### src/rtl/hsh_fifo.sv
// small register-based fifo used between the pipeline parts
module hsh_fifo #(
    parameter int WIDTH = 8,
    parameter int DEPTH = 4
) (
    input  logic             aclk,
    input  logic             aresetn,
    input  logic             push_valid,
    output logic             push_ready,
    input  logic [WIDTH-1:0] push_data,
    output logic             pop_valid,
    input  logic             pop_ready,
    output logic [WIDTH-1:0] pop_data
);

    localparam int PTR_W = DEPTH > 1 ? $clog2(DEPTH) : 1;
    localparam int CNT_W = $clog2(DEPTH + 1);

    logic [WIDTH-1:0] mem_reg [DEPTH];
    logic [PTR_W-1:0] wr_ptr_reg, wr_ptr_next;
    logic [PTR_W-1:0] rd_ptr_reg, rd_ptr_next;
    logic [CNT_W-1:0] count_reg, count_next;
    logic             do_push, do_pop;

    assign push_ready = count_reg < CNT_W'(DEPTH);
    assign pop_valid  = count_reg != '0;
    assign pop_data   = mem_reg[rd_ptr_reg];
    assign do_push    = push_valid && push_ready;
    assign do_pop     = pop_valid && pop_ready;

    always_comb begin
        wr_ptr_next = wr_ptr_reg;
        rd_ptr_next = rd_ptr_reg;
        count_next  = count_reg;
        if (do_push) begin
            wr_ptr_next = (wr_ptr_reg == PTR_W'(DEPTH - 1)) ? '0 : wr_ptr_reg + 1'b1;
        end
        if (do_pop) begin
            rd_ptr_next = (rd_ptr_reg == PTR_W'(DEPTH - 1)) ? '0 : rd_ptr_reg + 1'b1;
        end
        if (do_push && !do_pop) begin
            count_next = count_reg + 1'b1;
        end else if (do_pop && !do_push) begin
            count_next = count_reg - 1'b1;
        end
    end

    always_ff @(posedge aclk) begin
        if (!aresetn) begin
            wr_ptr_reg <= '0;
            rd_ptr_reg <= '0;
            count_reg  <= '0;
        end else begin
            wr_ptr_reg <= wr_ptr_next;
            rd_ptr_reg <= rd_ptr_next;
            count_reg  <= count_next;
        end
    end

    always_ff @(posedge aclk) begin
        if (do_push) begin
            mem_reg[wr_ptr_reg] <= push_data;
        end
    end

endmodule

### config.mk
export PLATFORM = sky130hd
export DESIGN_NAME = hsh_fifo
export DESIGN_NICKNAME = d
export VERILOG_FILES = /design/src/rtl/hsh_fifo.sv
export SDC_FILE = /design/constraint.sdc
export NUM_CORES = 1
export LEC_CHECK = 0
export ABC_AREA = 1
export CAP_MARGIN = 20
export CORE_AREA = 2 2 59 61
export DETAILED_ROUTE_END_ITERATION = 10
export DIE_AREA = 0 0 61 63
export DONT_BUFFER_PORTS = 1
export GPL_TIMING_DRIVEN = 1
export PLACE_DENSITY = 0.7
export SETUP_SLACK_MARGIN = 0.02
export SLEW_MARGIN = 25
export SYNTH_ARGS = -nofsm -noshare
export SYNTH_HDL_FRONTEND = slang
export SYNTH_SLANG_ARGS = --single-unit
### constraint.sdc
create_clock -name aclk -period 1.6 [get_ports aclk]
set_input_delay 0.08 -clock aclk [delete_from_list [all_inputs] [get_ports aclk]]
set_output_delay 0.08 -clock aclk [all_outputs]
set_load 0.1 [all_outputs]
Word level (Yosys, flattened, before mapping)
Memories as Yosys holds them, arrays and structs flattened. A register that Yosys moved wholly into a read port is not among the register bits.
Index checks and enable logic that the tools add are counted.
- add/sub/neg operators: 4
- $lt $le $gt $ge: 1
- equality and inequality tests: 2
- multiplexer cells: 8
- reduce and logical (&&, ||, !) cells: 8
- operators with widths (cell ; count):
    $mux W2 ; 4
    $mux W3 ; 2
    $add A2 B1 Y2 const B ; 2
    $eq A2 B2 Y1 const B ; 2
    $logic_and A1 B1 Y1 ; 4
    $add A3 B1 Y3 const B ; 1
    $lt A3 B3 Y1 const B ; 1
    $reduce_bool A3 Y1 ; 1
    $sub A3 B1 Y3 const B ; 1
    $logic_not A1 Y1 ; 2
    $mux W1 ; 2
    $reduce_bool A2 Y1 ; 1
- register bits: 7
- bits in writable memories: 32
- output and inout bits: 10
- word-level logic and storage cells: 27
- memories kept: 1
- memory list (name ; words ; width ; rd ports ; clocked after Yosys merged registers in ; write ports ; RTL line ; text):
    mem_reg ; 4 ; 8 ; 1 ; 1 ; 1 ; 19 ; logic [WIDTH-1:0] mem_reg [DEPTH];

Logic depth before layout (Yosys ltp)
- word-level depth: 6
- gate-level depth with buffers: 12

Worst setup path after synthesis
Ideal clock, no wire load.
- path kind: register to register
- start point: register count_reg[2]
- end point: register count_reg[2]
- arrival time: 2.972 ns
- data required time: 1.489 ns
- setup slack: -1.483 ns
- stages on the path, launching flop included: 13
- buffers on the path: 0
- period minus slack after synthesis: 3.083 ns
- path through: dfxtp_1 -> inv_1 -> nand2_1 -> nand2_2 -> ha_1 -> inv_1 -> fa_1 -> inv_1 -> nand2_1 -> nand3_1 -> nand2_1 -> inv_1 -> nor2_1
- longest elaborated chain between the ends: 5
- elaborated cells between the ends (all ways): 13
- those cells by class: add/sub (2); order compare (1); mux (2); reduce/logical (8)
- RTL lines (element ; RTL line ; text):
    start: declaration ; 22 ; logic [CNT_W-1:0] count_reg, count_next;
    start signal: assignment ; 56 ; count_reg <= count_next;
    $lt A3 B3 Y1 * ; 25 ; assign push_ready = count_reg < CNT_W'(DEPTH);
    named net push_ready ; 9 ; output logic push_ready,
    $logic_and A1 B1 Y1 * ; 28 ; assign do_push = push_valid && push_ready;
    $logic_not A1 Y1 ; 43 ; end else if (do_pop && !do_push) begin
    $logic_and A1 B1 Y1 ; 43 ;
    $reduce_bool A2 Y1 (no source line) ; - ;
The timed path passes the listed nets; every way through them passes the cells marked *. The select of a mux whose other input is x is not followed.
A chain may end at the register's enable or synchronous reset.

Final worst setup path
- start point: register count_reg[0]
- end point: register count_reg[2]
- longest elaborated chain between the ends: 5
- elaborated cells between the ends (all ways): 13
- those cells by class: add/sub (2); order compare (1); mux (2); reduce/logical (8)
- RTL lines (element ; RTL line):
    $lt A3 B3 Y1 or $reduce_bool A3 Y1 (tied branches) ; 25, 26
    $logic_and A1 B1 Y1 (on tied branches) ; 28, 29
    $logic_not A1 Y1 (on tied branches) ; 43, 41
    $logic_and A1 B1 Y1 (on tied branches) ; 43, 41
    $reduce_bool A2 Y1 (no source line) or $mux W3 (tied branches) ; -
Several ways; a longest one is shown, not always the timed one. The select of a mux whose other input is x is not followed.

==> run metrics <==
status finished, violations left; failing checks hold timing, setup timing; DR pass1 iterations 4; Final Skew 6.80 ps; Synth Area in Adders under 10%; Setup CP Type reg -> reg; Die ar. between 0.003 and 0.004 mm²; vias after detailed routing 1137; hold-fix buffers at CTS 8; Synth Area in XOR/XNOR 0%; max FFs per register 32; P&R area growth vs syn 40.8%; H-tree level count 2; mux contribution to synthesized area 0%; CTS Sinks 41; Reg clk slew, reported paths 120 ps; Synth Register Bits 41; clock root cell clkbuf_4; ranking of synthesized cells by area edfxtp_1 (58%), dfxtp_1 (11%), nor2_1 (6.5%); worst endpoint required time between 1500 and 2000 ps; FMAX 609 MHz; M1 GR Usage between 20% and 30%; crit path max fanout 2; Unique masters post-synth 18; maxcap violations 0; Seq/Total Area, Yosys roughly two thirds; post-synth top area share about 58%; DPL Wire Length 2.25 mm; clk_lat worst skew about 340 ps; Post-Synthesis Cell Area roughly 0.0017 mm²; CP most frequent cell nor2_1; CTS tree yes; I/O pin count 22; FF-to-FF setup slack -40 ps; total track usage around a fifth; CP Launch Type flop; crit-path max cell delay ~350 ps; nets between 200 and 250; initial antenna violation count 0; average routed wire per standard cell around 14 µm; total wire length 3.26 mm; Slew HR about 81%; vias in the first global route 1170; YS warnings 0; Synth Net Count around 160; TritonCTS buffer count 5; RSZ-0062 raised after global routing true; hold crit path type in -> reg; most frequent cells in the layout edfxtp_1 (32), nor2_1 (25), buf_4 (19); compound-cell area share of the yosys netlist roughly 11%; Synth Area in Simple Gates between 10% and 20%; Mapped Cells 139; critical path endpoint category flop; Syn Area/Cell around 12 µm²; fin. max-slew vios 0; Critical Path AT 1900 ps; part of the cycle the worst path needs 103%; ratio of cells with drive above 1 in the final layout between 40% and 50%; initial drt markers 30; grt total ovfl 0; top cell type by total area after synthesis edfxtp_1; min cycle time layout ~1600 ps; worst path cell trace nor2_1 -> buf_4 -> nand2_8 -> nand2_4 -> ha_4 -> inv_4 -> fa_2 -> inv_2 -> nand2_2 -> nand3_2 -> nand2_1 -> inv_1 -> nor2_1; Remaining DRCs 0; Max clock buf depth 2; Starting Density about half; # port buffers 0; Hold Fails Final Rpt 9; ANT cells 0; commonest non-fill, non-tap cell in the layout edfxtp_1; hold slack -148 ps; largest net degree at the start of global routing 17; setup ws final -42.8 ps; DIE HEIGHT about 63 µm; met3 Use GR under 10%; Non-Filler Instances between 200 and 250; core area approximately 0.0032 mm²; row count 21; first-pass GRT wire length 5.39 mm; Die Wd roughly 61 µm; met2 global-route usage between 30% and 40%; routed vias/inst between 4 and 5; Final TNS setup -83.9 ps; GP Congestion approximately 0.72; endpoints failing setup 2; ANT nets after route 0; placed cell count about 200; worst slew pin tran roughly 290 ps; largest family of logic cells by synthesized area compound AO/OA/AOI/OAI gates; slowest library cell on the worst path fa_2; Top Usage Layer GRT met2
==> layout make-up <==
cell class | instances | area [µm²]
well taps | 46 | 57.6
flip-flops and latches | 41 | 1150
clock inverters | 1 | 7.51
fillers | 218 | 885
inverters | 15 | 70.1
multi-input cells | 81 | 567
repair buffers | 38 | 417
clock buffers | 7 | 76.3
==> logic make-up (layout without fill, tap and decap cells) <==
group / after synthesis / in the layout
simple gates: 42 / 42
fa+ha+maj: 7 / 7
buf+inv: 17 / 61
flops: 41 / 41
compound gates: 32 / 32
==> synthesized netlist by cell type <==
cell      instances
nand3b_1          1
edfxtp_1         32
inv_2             1
nand2_2           2
nor2_1           29
o21ai_0          15
dfxtp_1           9
ha_1              6
nand3_1           1
a21oi_1           4
nand2_1           8
o21ai_1           2
inv_1            14
fa_1              1
nand4_1           1
o22ai_1           8
buf_6             2
o21ai_2           3
==> routing by layer <==
layer  routed length, µm  vias up
met5                   0        -
met4                  53        0
met3                 119        6
met2                1770       17
met1                1310      541
li1                    -      573
==> final timing paths <==
kind            startpoint           end  depth (start not counted)
max           count_reg[0]  count_reg[2]                         13
min                aresetn          flop                          2
max reg2reg   count_reg[0]  count_reg[2]                         13
min reg2reg  rd_ptr_reg[1]          flop                          2
==> critical path: cells and delay by family, from the launching register on <==
family	cells	cell delay (ps)
DFF	1	340
adders and majority gates	2	490
and+or+nand+nor	7	410
buffers and inverters	4	300
==> repair_timing <==
item                       CTS  global route
setup endpoints to repair   10            15
hold endpoints to repair    41             9
pin swaps                   10             7
cloned                       0             0
setup buffers                7             5
resized for setup           16            12
==> through the flow <==
| stage | worst slack, ps | hold slack, ps | area, µm² | utilization (%) |
|---|---|---|---|---|
| CTS | -52.9 | -170 | 2280 | 70.5 |
| global placement | 3.70 | 179 | 2030 | 62.9 |
| global route | -134 | -171 | 2350 | 72.6 |
| detailed placement | -115 | 179 | 2030 | 62.9 |
| floorplan | -581 | 179 | 1760 | - |
| finish | -42.8 | -148 | 2350 | 72.6 |
Power is left out: the tool's default activity adds up to more than one toggle a clock period on the data nets, which glitch-free logic cannot reach.
