### config.mk
export PLATFORM = sky130hd
export DESIGN_NAME = hsh_front
export DESIGN_NICKNAME = d
export VERILOG_FILES = /design/src/rtl/hsh_pkg.sv /design/src/rtl/hsh_front.sv
export SDC_FILE = /design/constraint.sdc
export NUM_CORES = 1
export LEC_CHECK = 0
export BUFFER_PORTS_ARGS = -buffer_cell sky130_fd_sc_hd__buf_2
export CAP_MARGIN = 10
export CORE_MARGIN = 2
export CORE_UTILIZATION = 40
export CTS_BUF_LIST = sky130_fd_sc_hd__clkbuf_8
export CTS_CLUSTER_SIZE = 14
export DETAILED_ROUTE_END_ITERATION = 16
export GPL_ROUTABILITY_DRIVEN = 0
export PLACE_DENSITY = 0.78
export SYNTH_ARGS = -nofsm -noshare
export SYNTH_HDL_FRONTEND = slang
export SYNTH_SLANG_ARGS = --single-unit
export TNS_END_PERCENT = 1
### constraint.sdc
create_clock -name aclk -period 1.1 [get_ports aclk]
set_input_delay 0.11 -clock aclk [delete_from_list [all_inputs] [get_ports aclk]]
set_output_delay 0.11 -clock aclk [all_outputs]
set_load 0.03 [all_outputs]
### src/rtl/hsh_pkg.sv
// shared types, constants and defaults for the hyperplane sign hash
package hsh_pkg;

    localparam int MAX_PLANES_DEF    = 16;
    localparam int VECTOR_LENGTH_DEF = 128;

    localparam int PLANE_W  = 4;
    localparam int ELEM_W   = 7;
    localparam int VAL_W    = 16;
    localparam int PROD_W   = 2 * VAL_W;
    localparam int ACC_W    = 40;
    localparam int OUT_BITS = 16;
    localparam int PIU_W    = 5;
    localparam int LIMIT_W  = 38;
    localparam int TDATA_W  = 32;
    localparam int CFG_IDX_W = 1;

    localparam logic [PIU_W-1:0]   PIU_RESET   = 5'd13;
    localparam logic [LIMIT_W-1:0] LIMIT_RESET = 38'd107374182;

    localparam logic [CFG_IDX_W-1:0] REG_PLANES_IN_USE = 1'd0;
    localparam logic [CFG_IDX_W-1:0] REG_CLOSE_LIMIT   = 1'd1;

    localparam logic REQ_LOAD  = 1'b0;
    localparam logic REQ_POINT = 1'b1;

    localparam int QUEUE_DEPTH = 4;
    localparam int OUT_DEPTH   = 8;

    typedef enum logic {
        OP_LOAD,
        OP_POINT
    } op_kind_t;

    typedef struct packed {
        op_kind_t            kind;
        logic [PLANE_W-1:0]  plane;
        logic [ELEM_W-1:0]   element;
        logic [VAL_W-1:0]    value;
        logic                mac_en;
        logic                last;
    } op_t;

    typedef struct packed {
        logic [PIU_W-1:0]   planes_in_use;
        logic [LIMIT_W-1:0] close_limit;
    } cfg_t;

endpackage

### src/rtl/hsh_front.sv
// input stage: accepts requests, drops the ones with no effect, decodes the rest
module hsh_front #(
    parameter int MAX_PLANES    = hsh_pkg::MAX_PLANES_DEF,
    parameter int VECTOR_LENGTH = hsh_pkg::VECTOR_LENGTH_DEF
) (
    input  logic                        aclk,
    input  logic                        aresetn,
    input  logic                        s_axis_tvalid,
    output logic                        s_axis_tready,
    // plane [3:0], element [10:4], value [26:11], zero [31:27]
    input  logic [hsh_pkg::TDATA_W-1:0] s_axis_tdata,
    // req_type [0]
    input  logic                        s_axis_tuser,
    input  logic                        s_axis_tlast,
    output logic                        op_valid,
    input  logic                        op_ready,
    output hsh_pkg::op_t                op_data
);

    logic         valid_reg, valid_next;
    hsh_pkg::op_t op_reg, op_next;
    logic         accept;
    logic         plane_ok, elem_ok, keep;
    logic [hsh_pkg::PLANE_W-1:0] in_plane;
    logic [hsh_pkg::ELEM_W-1:0]  in_element;

    assign in_plane   = s_axis_tdata[3:0];
    assign in_element = s_axis_tdata[10:4];

    assign s_axis_tready = !valid_reg || op_ready;
    assign accept        = s_axis_tvalid && s_axis_tready;

    always_comb begin
        plane_ok = 32'(in_plane) < MAX_PLANES;
        elem_ok  = 32'(in_element) < VECTOR_LENGTH;
        op_next.kind    = (s_axis_tuser == hsh_pkg::REQ_LOAD) ? hsh_pkg::OP_LOAD
                                                               : hsh_pkg::OP_POINT;
        op_next.plane   = in_plane;
        op_next.element = in_element;
        op_next.value   = s_axis_tdata[26:11];
        op_next.mac_en  = elem_ok;
        op_next.last    = s_axis_tlast;
        // loads out of range and point elements that add nothing and do not close
        if (s_axis_tuser == hsh_pkg::REQ_LOAD) begin
            keep = plane_ok && elem_ok;
        end else begin
            keep = elem_ok || s_axis_tlast;
        end
        valid_next = valid_reg;
        if (accept) begin
            valid_next = keep;
        end else if (op_ready) begin
            valid_next = 1'b0;
        end
    end

    always_ff @(posedge aclk) begin
        if (!aresetn) begin
            valid_reg <= 1'b0;
        end else begin
            valid_reg <= valid_next;
        end
    end

    always_ff @(posedge aclk) begin
        if (accept) begin
            op_reg <= op_next;
        end
    end

    assign op_valid = valid_reg;
    assign op_data  = op_reg;

endmodule

Word level (Yosys, flattened, before mapping)
Cells that the tools add are included.

Flip-flop bits (word level): 30. Bits of input ports: 38. Output and inout bits: 32. Logic and storage cells: 13.

Muxes and demuxes: 3. Reductions and logical operators: 4.

Operators with widths (count): 2-to-1 mux 1 bit (3); nonzero test 2 bit (1); logical AND 1 bit (1); logical NOT 1 bit (1); logical OR 1 bit (1).

Depth between registers and ports, before layout
Gate-level depths: netlist (run 1).

Depth in word-level cells: 4. Gate-level depth with buffers: 2. Mapped depth without buffers: 2.

Least setup slack after synthesis (run 1)
OpenSTA, ideal clock, no wires.

Path kind: register to register. From: register valid_reg, in the netlist op_valid. To: register op_reg (netlist bit op_data[0]), enable pin. Setup time: 334 ps. Arrival: 938 ps. Required time: 766 ps. Slack: -173 ps. Stages on the path, launching flop included: 3. Path buffers: 0. Period minus slack after synthesis: 1273 ps. Cell sequence: dfxtp_1 > nand2b_4 > and2_4.

Longest elaborated chain between the ends: 3.

Ends and longest elaborated chain: start, declared (RTL line hsh_front.sv:20) `logic valid_reg, valid_next;`; start signal, assigned (RTL line hsh_front.sv:61) `valid_reg <= valid_next;`; logical NOT 1 bit (RTL line hsh_front.sv:30) `assign s_axis_tready = !valid_reg || op_ready;`; logical OR 1 bit (RTL line hsh_front.sv:30); via s_axis_tready (RTL line hsh_front.sv:9) `output logic s_axis_tready,`; logical AND 1 bit (RTL line hsh_front.sv:31) `assign accept = s_axis_tvalid && s_axis_tready;`; via accept (RTL line hsh_front.sv:22) `logic accept;`; end signal, assigned (RTL line hsh_front.sv:67) `op_reg <= op_next;`; end, declared (RTL line hsh_front.sv:21) `hsh_pkg::op_t op_reg, op_next;`.

The timed path passes the listed nets, and every way through them passes these cells. A chain may end at the register's enable or synchronous reset.

Final worst setup path (run 1)
From: register valid_reg, in the netlist op_valid. To: register op_reg (netlist bit op_data[12]), enable pin.

Longest elaborated chain between the ends: 3.

Ends and longest elaborated chain (RTL line): logical NOT 1 bit (hsh_front.sv:30); logical OR 1 bit (hsh_front.sv:30); logical AND 1 bit (hsh_front.sv:31); via accept (hsh_front.sv:22).

The timed path passes the listed nets, and every way through them passes these cells.

==> results of run 1 <==
-- state kept, by name, summed over array words and instances, names as in the netlist --
signal    cells
op_data      29
op_valid      1
-- placed cells by master, fill, tap and decap left out, drive strengths merged --
cell          n
a21boi        1
and2          1
buf          66
clkbuf        5
conb          1
dfxtp         1
dlygate4sd3   2
edfxtp       29
inv           3
nand2b        1
-- stage by stage --
| step | utilization (%) | total power, mW | cells | setup WS, ns |
|---|---|---|---|---|
| finish | 64.65 | 2.417 | 138 | 0.06218 |
| global route | 64.65 | 2.523 | 138 | 0.03471 |
| CTS | 63.74 | 2.456 | 136 | 0.05432 |
| detailed placement | 60.29 | 1.694 | 129 | 0.06440 |
| global placement | 60.29 | 1.683 | 129 | 0.07866 |
| floorplan | - | 1.549 | 36 | -0.08190 |
-- power breakdown --
part / internal (mW) / switching (mW)
combinational: 0.116 / 0.207
sequential: 1.33 / 0.0154
clock: 0.414 / 0.332
-- worst paths after layout --
path | start | to | slack (ns) | cells past startpoint
worst max-delay path | op_valid | op_data[12] | 0.06 | 3
worst min-delay path | s_axis_tdata[10] | op_data[24] | 0.01 | 1
worst max register to register | op_valid | op_data[12] | 0.06 | 3
worst min register to register | op_valid | op_valid | 0.50 | 2
-- area by class of cell --
type                            instances  area [sq um]  area share, %
Tap cell                               28         35.03          2.450
Clock buffer                            5         68.82          4.812
Sequential cell                        30         894.6          62.55
Multi-Input combinational cell          4         37.54          2.625
Timing Repair Buffer                   68         382.9          26.77
Clock inverter                          2         7.507         0.5249
Inverter                                1         3.754         0.2625
-- kinds of logic after synthesis --
| kind of cell | count (synthesis) | share of synthesized area (%) |
|---|---|---|
| AND/OR/NAND/NOR | 2 | 2.397 |
| other | 1 | 0.3991 |
| AO/OA/AOI/OAI | 1 | 1.198 |
| buffers and inverters | 2 | 1.198 |
| flip-flops | 30 | 94.81 |
-- metal layers --
| metal | wire length, um | track usage, % | part of all wire (%) |
|---|---|---|---|
| met2 | 861 | 21.88 | 51 |
| met4 | 19 | 7.692 | 1.1 |
| met5 | 0 | 0 | 0 |
| met1 | 511 | 11.84 | 30 |
| met3 | 298 | 10.00 | 18 |
==> run summary, run 1 <==
Total grt overflow - 0
Unrepaired setup endpoints after global routing - false
Largest net degree at the start of global routing - 18
Cell Area, Placed - 1334 sq um
Max-Cap Viols - 0
Setup crit start kind - flip-flop
Post-Route WL - 1691 um
Area share of the largest cell type after synthesis - 92.68%
CTS Hold Buffers Added - 0
Wire per inst - 12.25 um
Synth Cell Area - 939.7 sq um
Share of layout cells above drive strength 1 - 68.18%
CP arrival - 1.02 ns
Port Buf Inserts - 63
Critical path's top delay family - flip-flops
Setup_tns - 0 ns
Initial core utilization - 42.48%
Pwr Density - 1690 nW/um^2
Worst-Skew Late Latency - 0.27 ns
Fmax - 963.6 MHz
Number of gates resized after CTS - 0
Crit end category - flip-flop
Synth warnings - 0
Synth unique cells - 8
Vias after detailed routing - 592
Inserted Clock Buffers - 5
Count leader, synth - edfxtp_1
Die Y - 52.47 um
Root buffer cell - clkbuf_8
Slowest-stage cell, CP - dfxtp_4
Detailed Routing Iterations Pass 1 - 2
Core Rows - 17
Top post-synthesis cells by area - edfxtp_1 (93%), dfxtp_1 (2.1%), nand2b_4 (1.5%)
Clock transition at the registers of the reported paths - 0.05 ns
Required time of the critical path - 1.08 ns
H-tree depth - 2
Pleak - 0.6390 nW
Antenna violations before repair - 0
Ports - 70
Peak VDD IR - 1.161 mV
CP Cell Sequence - nand2b_4, and2_4, buf_12
1st-iter DRT viols - 3
Final Max Slew Viols - 0
Final hold vios - 0
Nets - 148
Die width - 52.47 um
Antenna-violating nets left - 0
Skew final - 0.004055 ns
# DRC - 0
Synth Flop Type - edfxtp_1
CP max stage delay - 0.35 ns
FF+latch count, synth - 30
Cells after Synth - 36
Period utilisation layout - 94.35%
Worst hold path class - in2reg
Asr flop ratio synth - 0%
Min Tclk post-route - 1.038 ns
Setup bufs post-CTS - 0
Post-synth net total - 74
GRT Util Overall - 13.51%
Seq/Total Area, Yosys - 94.81%
Core area - 2212 sq um
First-pass GRT wire length - 2442 um
Final Setup Violations - 0
Via density - 4.290
Status - finished, final reports clean
Diodes inserted - 0
Vias in the first global route - 580
Cell area after layout - 1430 sq um
CTS max path bufs - 2
Fillcell total - 184
Area Growth Syn to Fin - 52.20%
CTS sink cnt - 30
Critical path class - reg2reg
Worst Path Buf+Inv - 1
Max FO, Critical Path - 17
Number of synthesized flops with an enable pin - 29
Mapped Avg Cell Area - 26.10 sq um
Worst hold slack - 0.01422 ns
Die ar. - 2753 sq um
Yosys top cell by area - edfxtp_1
TritonCTS clock tree - done
(Power assumes the default switching activity.)
==> inputs of run 2 (changes only) <==
- CORE_UTILIZATION: 40 -> 38
- CTS_BUF_LIST: sky130_fd_sc_hd__clkbuf_8 -> not set
- GPL_TIMING_DRIVEN: not set -> 1
- PLACE_DENSITY: 0.78 -> 0.74
==> run 2 against run 1 <==
Compared with the run above:
- via count up 21%
- sequential share of layout area down 9.0 points
- critical path depth stayed put
- critical path type unchanged
- critical endpoint is now op_data[6]
- largest cell class unchanged
- largest power group unchanged
==> run summary, run 2 (same netlist as run 1, synthesis figures left out) <==
Status - finished, final reports clean
Max FFs per register - 29 (unchanged)
R2R depth - 3 (unchanged)
Antenna violations before repair - 0 (unchanged)
Commonest non-fill, non-tap cell in the layout - buf_2
Skew final - 0.006837 ns (+0.002782 ns)
Worst-Skew Late Latency - 0.32 ns (+0.05 ns)
Core area - 2410 sq um (+8.9%)
Worst hold slack - 0.05745 ns (+0.04323 ns)
Die width - 53.73 um (+2.4%)
Setup bufs post-CTS - 0 (unchanged)
Antenna-violating nets left - 0 (unchanged)
Fmax - 944.3 MHz (-2.0%)
# DRC - 0 (unchanged)
Final Setup Violations - 0 (unchanged)
Min Tclk post-route - 1.059 ns (+0.02120 ns)
H-tree depth - 2 (unchanged)
R2r endpoint - op_data[6]
Pwr Density - 1393 nW/um^2 (-18%)
Max-Cap Viols - 0 (unchanged)
Crit path capture - op_data[6]
Reg-to-Reg Start - op_valid
Slowest-stage cell, CP - dfxtp_4
Wire per inst - 13.27 um (+8.3%)
CP arrival - 1.09 ns (+0.07 ns)
Worst hold path class - in2reg
Final hold vios - 0 (unchanged)
Via density - 4.305 (+0.36%)
1st-iter DRT viols - 6 (+3)
Required time of the critical path - 1.13 ns (+0.05 ns)
Max FO, Critical Path - 16 (-1)
Total grt overflow - 0 (unchanged)
Detailed Routing Iterations Pass 1 - 4 (+2)
Die Y - 53.73 um (+2.4%)
Commonest non-fill, non-tap cells in the layout - buf_2 (62), dlygate4sd3_1 (29), edfxtp_1 (29)
Ports - 70 (unchanged)
Stages on the worst setup path - 3 (unchanged)
Initial core utilization - 38.99% (-3.5 points)
Critical path's top delay family - flip-flops
Unrepaired setup endpoints after global routing - false
Post-Route WL - 2216 um (+31%)
Inserted Clock Buffers - 5 (unchanged)
Flop2flop setup slack - 0.04 ns (-0.02 ns)
CTS max path bufs - 2 (unchanged)
Share of layout cells above drive strength 1 - 54.74% (-13 points)
Peak VDD IR - 1.222 mV (+5.3%)
Worst setup path startpoint - op_valid
GRT Util Overall - 17.45% (+3.9 points)
Final Max Slew Viols - 0 (unchanged)
Cell Area, Placed - 1329 sq um (-0.38%)
Period utilisation layout - 96.27% (+1.9 points)
Clock transition at the registers of the reported paths - 0.09 ns (+0.04 ns)
Critical path class - reg2reg
Root buffer cell - clkbuf_4
Core Rows - 18 (+1)
Port Buf Inserts - 63 (unchanged)
CP Cell Sequence - nand2b_4, and2_4, buf_12
Vias after detailed routing - 719 (+21%)
Vias in the first global route - 735 (+27%)
Largest net degree at the start of global routing - 17 (-1)
First-pass GRT wire length - 3180 um (+30%)
Hold_sp - aresetn
Area Growth Syn to Fin - 77.90%
Crit end category - flip-flop
Pleak - 0.7316 nW (+14%)
Worst Path Buf+Inv - 1 (unchanged)
Cell area after layout - 1672 sq um (+17%)
Diodes inserted - 0 (unchanged)
CTS sink cnt - 30 (unchanged)
TritonCTS clock tree - done
CP max stage delay - 0.36 ns (about the same)
Die ar. - 2886 sq um (+4.9%)
Nets - 174 (+18%)
Setup crit start kind - flip-flop
-- run 2: cell types whose count changed in the layout (fill, tap and decap cells not counted), sizes merged --
cell and delta:
dlygate4sd3 +27, clkbuf +1, inv -2, clkinv +2
buf -1
-- run 2: where the power goes --
group / internal, mW / switching (mW) / leakage [nW]
clock: 0.239 / 0.345 / 0.0297
sequential: 1.33 / 0.0158 / 0.289
combinational: 0.177 / 0.223 / 0.412
-- run 2: area by class of cell --
class / count / area (sq um)
Clock inverter: 2 / 8.758
Fill cell: 159 / 738.2
Sequential cell: 30 / 894.6
Inverter: 1 / 3.754
Clock buffer: 6 / 41.29
Timing Repair Buffer: 94 / 648.1
Tap cell: 30 / 37.54
Multi-Input combinational cell: 4 / 37.54
-- run 2: worst reg2reg max path: cells and delay by family (launching register included) --
family | cells | cell delay (ns)
DFF | 1 | 0.36
and+or+nand+nor | 2 | 0.26
buffers and inverters | 1 | 0.15
-- run 2: timing repair --
item                                   CTS  global route
setup endpoints to repair                0             1
endpoints found under the hold margin   29             0
hold buffers                            29             0
resized for setup                        0             2
-- run 2: per-stage QoR --
stage	TNS (ns)	setup slack, ns	total power, mW	std cells	util (%)
finish	0	0.04099	2.329	167	69.37
global route	0	0.02399	2.442	167	69.37
CTS	0	0.03043	2.351	167	69.26
detailed placement	0	0.08032	1.687	130	55.14
global placement	0	0.09506	1.680	130	55.14
floorplan	-2.375	-0.08190	1.549	36	-
-- run 2: layer usage --
layer	track usage [%]	part of all wire [%]
met5	0	0
met4	15.81	2.2
met3	8.611	11
met2	27.24	52
met1	16.67	34
-- run 2: worst min path at each step --
stage                   to  slack, ns  cells past startpoint
4_1_cts           op_valid      0.009                      2
2_1_floorplan   op_data[0]       0.21                      0
5_1_grt           op_valid       0.05                      2
3_5_place_dp    op_data[2]       0.29                      1
3_3_place_gp   op_data[27]       0.29                      1
6_report          op_valid       0.06                      2
